$ cat src/hw/rtl/esd_pkg.sv
// Shared constants, types and month table for the epoch seconds to date converter.
package esd_pkg;

  localparam int unsigned FIFO_DEPTH = 2;

  localparam logic [25:0] RECIP_675      = 26'd50903317;
  localparam logic [16:0] RECIP_1461     = 17'd91868;
  localparam logic [16:0] RECIP_7        = 17'd74899;
  localparam logic [15:0] DAYS_1968_1970 = 16'd731;
  localparam logic [15:0] DAY_MAR_2100   = 16'd47541;
  localparam logic [15:0] WEEKDAY_OFFSET = 16'd3;
  localparam logic [15:0] QUAD_DAYS      = 16'd1461;
  localparam logic [11:0] BASE_YEAR      = 12'd1968;
  localparam logic [10:0] YEAR1_START    = 11'd366;
  localparam logic [10:0] YEAR2_START    = 11'd731;
  localparam logic [10:0] YEAR3_START    = 11'd1096;

  typedef logic [15:0] days_t;

  typedef struct packed {
    days_t days;
    logic  late;
  } qent_t;

  typedef struct packed {
    logic [2:0]  day_of_week;
    logic [4:0]  day_of_month;
    logic [3:0]  month_number;
    logic [11:0] year_number;
  } date_t;

  localparam logic [8:0] MONTH_START [12] = '{
    9'd0, 9'd31, 9'd59, 9'd90, 9'd120, 9'd151,
    9'd181, 9'd212, 9'd243, 9'd273, 9'd304, 9'd334
  };

  function automatic logic [8:0] month_start(input logic leap, input logic [3:0] m);
    logic bump;
    bump = leap && (m >= 4'd2);
    return MONTH_START[m] + {8'd0, bump};
  endfunction

endpackage

$ cat src/hw/rtl/esd_front.sv
// Front end: accepts seconds, converts to a day count and tags dates past February 2100.
module esd_front (
  input  logic               clk,
  input  logic               rst_n,
  input  logic               in_valid,
  output logic               in_stall,
  input  logic [31:0]        in_epoch_seconds,
  output logic               push,
  output esd_pkg::qent_t     push_data,
  input  logic               q_full
);

  logic                 f_valid_r;
  logic                 f_valid_nxt;
  esd_pkg::qent_t       f_ent_r;
  logic [50:0]          prod;
  esd_pkg::days_t       days;
  logic                 adv;

  // days = secs / 86400 = (secs >> 7) / 675 by reciprocal
  assign prod = 51'(in_epoch_seconds[31:7]) * 51'(esd_pkg::RECIP_675);
  assign days = prod[50:35];

  assign adv         = !f_valid_r || !q_full;
  assign in_stall    = !adv;
  assign push        = f_valid_r && !q_full;
  assign push_data   = f_ent_r;
  assign f_valid_nxt = adv ? in_valid : f_valid_r;

  always_ff @(posedge clk) begin
    if (!rst_n) begin
      f_valid_r <= 1'b0;
    end else begin
      f_valid_r <= f_valid_nxt;
    end
  end

  always_ff @(posedge clk) begin
    if (adv && in_valid) begin
      f_ent_r.days <= days;
      f_ent_r.late <= (days >= esd_pkg::DAY_MAR_2100);
    end
  end

endmodule

$ cat src/hw/rtl/esd_fifo.sv
// Short request queue between the front end and the back end.
module esd_fifo #(
  parameter int unsigned DEPTH = esd_pkg::FIFO_DEPTH
) (
  input  logic            clk,
  input  logic            rst_n,
  input  logic            push,
  input  esd_pkg::qent_t  push_data,
  output logic            full,
  input  logic            pop,
  output esd_pkg::qent_t  pop_data,
  output logic            empty
);

  localparam int unsigned PW = (DEPTH > 1) ? $clog2(DEPTH) : 1;
  localparam int unsigned CW = $clog2(DEPTH + 1);

  esd_pkg::qent_t  mem_r [DEPTH];
  logic [PW-1:0]   wr_ptr_r, wr_ptr_nxt;
  logic [PW-1:0]   rd_ptr_r, rd_ptr_nxt;
  logic [CW-1:0]   count_r, count_nxt;
  logic            do_push, do_pop;

  assign full     = (count_r == CW'(DEPTH));
  assign empty    = (count_r == '0);
  assign do_push  = push && !full;
  assign do_pop   = pop && !empty;
  assign pop_data = mem_r[rd_ptr_r];

  always_comb begin
    wr_ptr_nxt = wr_ptr_r;
    rd_ptr_nxt = rd_ptr_r;
    count_nxt  = count_r;
    if (do_push) begin
      wr_ptr_nxt = (wr_ptr_r == PW'(DEPTH - 1)) ? '0 : wr_ptr_r + PW'(1);
    end
    if (do_pop) begin
      rd_ptr_nxt = (rd_ptr_r == PW'(DEPTH - 1)) ? '0 : rd_ptr_r + PW'(1);
    end
    if (do_push && !do_pop) begin
      count_nxt = count_r + CW'(1);
    end else if (do_pop && !do_push) begin
      count_nxt = count_r - CW'(1);
    end
  end

  always_ff @(posedge clk) begin
    if (!rst_n) begin
      wr_ptr_r <= '0;
      rd_ptr_r <= '0;
      count_r  <= '0;
    end else begin
      wr_ptr_r <= wr_ptr_nxt;
      rd_ptr_r <= rd_ptr_nxt;
      count_r  <= count_nxt;
    end
  end

  always_ff @(posedge clk) begin
    if (do_push) begin
      mem_r[wr_ptr_r] <= push_data;
    end
  end

endmodule

$ cat src/hw/rtl/esd_back.sv
// Back end: five-stage pipeline from day count to weekday, day, month and year.
module esd_back (
  input  logic            clk,
  input  logic            rst_n,
  output logic            pop,
  input  esd_pkg::qent_t  pop_data,
  input  logic            q_empty,
  output logic            out_valid,
  input  logic            out_stall,
  output esd_pkg::date_t  out_date
);

  typedef struct packed {
    logic [15:0] dpp;
    logic [15:0] x7;
    logic [12:0] q7;
  } st1_t;

  typedef struct packed {
    logic [15:0] dpp;
    logic [5:0]  quad;
    logic [2:0]  dow;
  } st2_t;

  typedef struct packed {
    logic [10:0] r;
    logic [5:0]  quad;
    logic [2:0]  dow;
  } st3_t;

  typedef struct packed {
    logic [8:0]  doy;
    logic        leap;
    logic [11:0] year;
    logic [2:0]  dow;
  } st4_t;

  logic [4:0]     v_r, v_nxt;
  logic           adv;
  st1_t           s1_r, s1_nxt;
  st2_t           s2_r, s2_nxt;
  st3_t           s3_r, s3_nxt;
  st4_t           s4_r, s4_nxt;
  esd_pkg::date_t out_r, out_nxt;
  logic [32:0]    p7, p1461;
  logic [15:0]    rem7;
  logic [1:0]     yi;
  logic [10:0]    ybase;
  logic [3:0]     mon;

  assign adv       = !v_r[4] || !out_stall;
  assign pop       = adv && !q_empty;
  assign out_valid = v_r[4];
  assign out_date  = out_r;
  assign v_nxt     = adv ? {v_r[3:0], !q_empty} : v_r;

  // stage 1: shift to a 1968 base, insert a phantom 29 Feb 2100, weekday quotient
  always_comb begin
    s1_nxt.dpp = pop_data.days + esd_pkg::DAYS_1968_1970 + {15'd0, pop_data.late};
    s1_nxt.x7  = pop_data.days + esd_pkg::WEEKDAY_OFFSET;
    p7         = 33'(s1_nxt.x7) * 33'(esd_pkg::RECIP_7);
    s1_nxt.q7  = p7[31:19];
  end

  // stage 2: four-year block number and weekday
  always_comb begin
    p1461          = 33'(s1_r.dpp) * 33'(esd_pkg::RECIP_1461);
    s2_nxt.dpp     = s1_r.dpp;
    s2_nxt.quad    = p1461[32:27];
    rem7           = s1_r.x7 - 16'({3'd0, s1_r.q7} * 16'd7);
    s2_nxt.dow     = rem7[2:0] + 3'd1;
  end

  // stage 3: day within the block
  always_comb begin
    s3_nxt.r    = 11'(s2_r.dpp - 16'({10'd0, s2_r.quad} * esd_pkg::QUAD_DAYS));
    s3_nxt.quad = s2_r.quad;
    s3_nxt.dow  = s2_r.dow;
  end

  // stage 4: year within the block and day of year
  always_comb begin
    if (s3_r.r >= esd_pkg::YEAR3_START) begin
      yi    = 2'd3;
      ybase = esd_pkg::YEAR3_START;
    end else if (s3_r.r >= esd_pkg::YEAR2_START) begin
      yi    = 2'd2;
      ybase = esd_pkg::YEAR2_START;
    end else if (s3_r.r >= esd_pkg::YEAR1_START) begin
      yi    = 2'd1;
      ybase = esd_pkg::YEAR1_START;
    end else begin
      yi    = 2'd0;
      ybase = '0;
    end
    s4_nxt.doy  = 9'(s3_r.r - ybase);
    s4_nxt.leap = (yi == 2'd0);
    s4_nxt.year = esd_pkg::BASE_YEAR + {4'd0, s3_r.quad, 2'b00} + {10'd0, yi};
    s4_nxt.dow  = s3_r.dow;
  end

  // stage 5: month and day of month
  always_comb begin
    mon = 4'd0;
    for (int m = 1; m < 12; m++) begin
      if (s4_r.doy >= esd_pkg::month_start(s4_r.leap, 4'(m))) begin
        mon = 4'(m);
      end
    end
    out_nxt.day_of_week  = s4_r.dow;
    out_nxt.day_of_month = 5'(s4_r.doy - esd_pkg::month_start(s4_r.leap, mon)) + 5'd1;
    out_nxt.month_number = mon + 4'd1;
    out_nxt.year_number  = s4_r.year;
  end

  always_ff @(posedge clk) begin
    if (!rst_n) begin
      v_r <= '0;
    end else begin
      v_r <= v_nxt;
    end
  end

  always_ff @(posedge clk) begin
    if (adv) begin
      s1_r  <= s1_nxt;
      s2_r  <= s2_nxt;
      s3_r  <= s3_nxt;
      s4_r  <= s4_nxt;
      out_r <= out_nxt;
    end
  end

endmodule

$ cat src/hw/rtl/epoch_seconds_to_date.sv
// Top level of the epoch seconds to calendar date converter.
// Usage:
//   Input channel: present a 32-bit count of seconds since 1970-01-01 UTC on
//   in_epoch_seconds with in_valid; the request is taken at a clock edge where
//   in_valid is high and in_stall is low.
//   Output channel: out_valid flags a date on out_day_of_week (1 Monday to
//   7 Sunday), out_day_of_month, out_month_number and out_year_number; it is
//   taken at an edge where out_valid is high and out_stall is low.
// Timing:
//   One request per cycle is accepted while the output is not stalled.
//   From the accepting edge a request passes the front-end register, which
//   takes the 25x26 reciprocal quotient at that edge, then the queue, then
//   five back-end stages (weekday quotient, block reciprocal, block remainder,
//   year split, month search into the output).
//   The depth of the queue (FIFO_DEPTH) sets how many requests the front end
//   can hand over while the back end is held.
// Reset: synchronous, active low; empties the pipeline and the queue.
// Stall: a stalled output holds its date; the back end holds, the queue fills,
//   and then in_stall rises.
module epoch_seconds_to_date #(
  parameter int unsigned FIFO_DEPTH = esd_pkg::FIFO_DEPTH
) (
  input  logic        clk,
  input  logic        rst_n,
  input  logic        in_valid,
  output logic        in_stall,
  input  logic [31:0] in_epoch_seconds,
  output logic        out_valid,
  input  logic        out_stall,
  output logic [2:0]  out_day_of_week,
  output logic [4:0]  out_day_of_month,
  output logic [3:0]  out_month_number,
  output logic [11:0] out_year_number
);

  logic            push, q_full, pop, q_empty;
  esd_pkg::qent_t  push_data, pop_data;
  esd_pkg::date_t  out_date;

  esd_front u_front (
    .clk              (clk),
    .rst_n            (rst_n),
    .in_valid         (in_valid),
    .in_stall         (in_stall),
    .in_epoch_seconds (in_epoch_seconds),
    .push             (push),
    .push_data        (push_data),
    .q_full           (q_full)
  );

  esd_fifo #(
    .DEPTH (FIFO_DEPTH)
  ) u_fifo (
    .clk       (clk),
    .rst_n     (rst_n),
    .push      (push),
    .push_data (push_data),
    .full      (q_full),
    .pop       (pop),
    .pop_data  (pop_data),
    .empty     (q_empty)
  );

  esd_back u_back (
    .clk       (clk),
    .rst_n     (rst_n),
    .pop       (pop),
    .pop_data  (pop_data),
    .q_empty   (q_empty),
    .out_valid (out_valid),
    .out_stall (out_stall),
    .out_date  (out_date)
  );

  assign out_day_of_week  = out_date.day_of_week;
  assign out_day_of_month = out_date.day_of_month;
  assign out_month_number = out_date.month_number;
  assign out_year_number  = out_date.year_number;

endmodule

$ cat config.mk
export PLATFORM = sky130hd
export DESIGN_NAME = epoch_seconds_to_date
export DESIGN_NICKNAME = d
export VERILOG_FILES = /design/src/hw/rtl/esd_pkg.sv /design/src/hw/rtl/esd_front.sv /design/src/hw/rtl/esd_fifo.sv /design/src/hw/rtl/esd_back.sv /design/src/hw/rtl/epoch_seconds_to_date.sv
export SDC_FILE = /design/constraint.sdc
export NUM_CORES = 1
export LEC_CHECK = 0
export ABC_CLOCK_PERIOD_IN_PS = 7800
export BUFFER_PORTS_ARGS = -buffer_cell sky130_fd_sc_hd__buf_4
export CORE_ASPECT_RATIO = 0.5
export CORE_MARGIN = 5
export CORE_UTILIZATION = 45
export CTS_BUF_LIST = sky130_fd_sc_hd__clkbuf_8
export CTS_CLUSTER_DIAMETER = 40
export DETAILED_ROUTE_END_ITERATION = 7
export GPL_TIMING_DRIVEN = 0
export REMOVE_ABC_BUFFERS = 1
export SLEW_MARGIN = 20
export SYNTH_ARGS = -nofsm -noshare
export SYNTH_HDL_FRONTEND = slang
export SYNTH_SLANG_ARGS = --single-unit
$ cat constraint.sdc
create_clock -name clk -period 7.8 [get_ports clk]
set_input_delay 0.78 -clock clk [delete_from_list [all_inputs] [get_ports clk]]
set_output_delay 0.78 -clock clk [all_outputs]
set_load 0.03 [all_outputs]
==> metrics.md <==
| Metric | Value |
|---|---|
| Status | `complete, no violations` |
| Max clock buf depth | `2` |
| All-layer global routing usage | `17.0%` |
| RSZ-0062 raised after global routing | `no` |
| CP endpoint kind | `flop` |
| Post-route ant nets | `0` |
| Post-route minimum period | `7.25 ns` |
| Routed wire length per instance | `15.3 um` |
| Chip height | `177 um` |
| Final setup viols | `0` |
| Setup_tns | `0 ns` |
| Cells after Synth | `2344` |
| Most used DFF post-synth | `edfxtp_1` |
| Final hold violation count | `0` |
| Placeable Area | `55500 sq um` |
| Hold Crit Start | `u_back.out_nxt[5]` |
| Avg Cell Area, Syn | `10.7 sq um` |
| CP Class | `reg2reg` |
| GP Congestion | `0.883` |
| Area grow syn2layout | `6.84%` |
| Commonest non-fill, non-tap cell in the layout | `inv_1` |
| Crit path max fanout | `17` |
| Rows | `61` |
| Post-Synthesis Cell Area | `25200 sq um` |
| Area of the multi-input gates | `17700 sq um` |
| Critical Path AT | `7.50 ns` |
| I/O Buffers | `54` |
| Post-synthesis sequential area ratio | `19.9%` |
| Vias in the first global route | `16700` |
| Initial core utilization | `45.4%` |
| First-pass DRT Iterations | `4` |
| Clk root buf | `clkbuf_8` |
| TritonCTS Buffers | `17` |
| Startpoint Class | `flop` |
| Detailed Place HPWL | `42600 um` |
| Die footprint | `61100 sq um` |
| Initial antenna violation count | `0` |
| Relative slew slack | `46.1%` |
| CTS tree | `yes` |
| Register area | `5030 sq um` |
| Synth Warn # | `0` |
| Worst min path class | `reg2reg` |
| Clock transition at the registers of the reported paths | `0.09 ns` |
| H-tree depth | `4` |
| Drc violations | `0` |
| First-pass GRT wire length | `82800 um` |
| Hold buffers post-CTS | `0` |
| Vias per cell | `4.89` |
| Share of layout cells above drive strength 1 | `4.34%` |
| Worst Path Required | `8.05 ns` |
| Fillers | `5167` |
| DIE WIDTH | `345 um` |
| Clk_lat worst skew | `0.49 ns` |
| Max frequency | `138 MHz` |
| Library cells used by synthesis | `66` |
| Share of the clock period used by the worst path | `93.0%` |
| Largest net degree at the start of global routing | `47` |
| FFs w/ async S/R, synth | `0%` |
| Wirelength, routed | `48700 um` |
| I/O pin total | `62` |
| CTS sink cnt | `171` |
| Post-synth EDFFs | `160` |
| Tightest Pin Transition | `0.808 ns` |
| Worst Skew | `0.0159 ns` |
| Congestion Overflow GR | `0` |
| Total Nets Final | `3338` |
| Max Slew Vio Count | `0` |
| Most used cells in the layout excluding fill and tap cells | `inv_1, ha_1, fa_1` |
| Finished Core Util | `48.5%` |
| Total number of vias | `15500` |
| Synth Register Bits | `171` |
| DR iter-0 viols | `607` |
| Max-cap violations | `0` |
registers in the layout, indices dropped and copies added (netlist names), named ones only:
name               flops
u_back.out_date       23
u_back.out_nxt        14
u_back.s1_r           22
u_back.s2_r           20
u_back.s3_r           20
u_back.s4_r           10
u_back.v_r             5
u_fifo.count_r         2
u_fifo.mem_r          34
u_fifo.rd_ptr_r        1
u_fifo.wr_ptr_r        1
u_front.f_valid_r      1
u_front.push_data     17
worst max-delay path, cell delays in order (launching register included):
cell and delay (ns):
dfxtp_2 0.68, mux2i_1 0.37, a21oi_1 0.28, nor2b_1 0.24, nor2b_1 0.25, or3b_2 0.51
nor4_1 0.24, xnor2_1 0.20, ha_1 0.31, inv_1 0.05, fa_1 0.50, fa_1 0.51
inv_1 0.05, fa_1 0.43, fa_1 0.44, fa_1 0.47, ha_1 0.32, a2111oi_0 0.38
o211ai_1 0.15, o22ai_1 0.28, inv_1 0.08, a21oi_1 0.18, xnor2_1 0.09
kinds of logic after synthesis:
logic type	count (synthesis)	synth area share, %
AO/OA/AOI/OAI	258	6.62
XOR/XNOR	104	3.62
adder cells (fa/ha/maj)	892	54.4
buffers and inverters	659	9.85
flip-flops	171	19.9
multiplexers	19	0.760
AND/OR/NAND/NOR	241	4.80
repair_timing:
item,4_1_cts,5_1_grt
hold endpoints to repair,0,0
endpoints found under the setup margin,2,2
pin swaps,0,0
buffers inserted,0,0
resized for setup,1,1
Yosys cell counts (all sizes together), types with 6 or more instances:
library cell | count | area share [%]
inv | 648 | 9.7
ha | 553 | 27
fa | 339 | 27
edfxtp | 160 | 19
a21oi | 79 | 1.6
xnor2 | 70 | 2.4
nor2 | 58 | 0.86
nand2 | 53 | 0.79
o21ai | 47 | 0.95
xor2 | 34 | 1.2
a21o | 31 | 0.92
nand3 | 22 | 0.44
nor3 | 20 | 0.42
mux2i | 18 | 0.72
nand4 | 17 | 0.42
nor2b | 16 | 0.40
o21a | 16 | 0.48
nand2b | 15 | 0.37
o21bai | 13 | 0.39
a211oi | 11 | 0.35
dfxtp | 11 | 0.87
a21boi | 9 | 0.27
and2 | 9 | 0.22
o22ai | 8 | 0.22
clkbuf | 7 | 0.10
and3 | 6 | 0.15
layout make-up:
type | instances | share of cell area (%)
Clock inverter | 14 | 0.358
Tap cell | 756 | 3.51
Clock buffer | 17 | 0.869
Multi-Input combinational cell | 1514 | 65.8
Antenna cell | 1 | 0.00930
Sequential cell | 171 | 18.7
Inverter | 648 | 9.04
Timing Repair Buffer | 58 | 1.77
final timing paths:
| kind | endpoint | depth (start not counted) | slack, ns |
|---|---|---|---|
| hold reg to reg | u_back.out_date[5] | 0 | 0.42 |
| hold / removal | u_back.out_date[5] | 0 | 0.42 |
| setup reg to reg | u_back.s1_r[1] | 22 | 0.55 |
| setup / recovery | u_back.s1_r[1] | 22 | 0.55 |
metrics by stage:
stage | hold slack, ns | worst slack, ns | instances | instance area (sq um)
final | 0.423 | 0.547 | 3179 | 26900
after global routing | 0.427 | 0.0369 | 3178 | 26900
after CTS | 0.426 | 0.346 | 3178 | 26900
after detailed placement | 0.405 | -0.0561 | 3147 | 26600
after global placement | 0.402 | -0.0654 | 3143 | 26500
after floorplan | 0.400 | 0.947 | 2333 | 25100
per-layer routing:
metal	GRT usage, %	vias up	routed length [um]	share of wire, %
met3	2.21	34	1250	2.6
met2	30.9	164	24600	51
li1	-	7712	-	-
met4	2.91	0	543	1.1
met1	22.2	7623	22300	46
met5	0	-	0	0
Power is left out: the tool's default activity adds up to more than one toggle a clock period on the data nets, which glitch-free logic cannot reach.
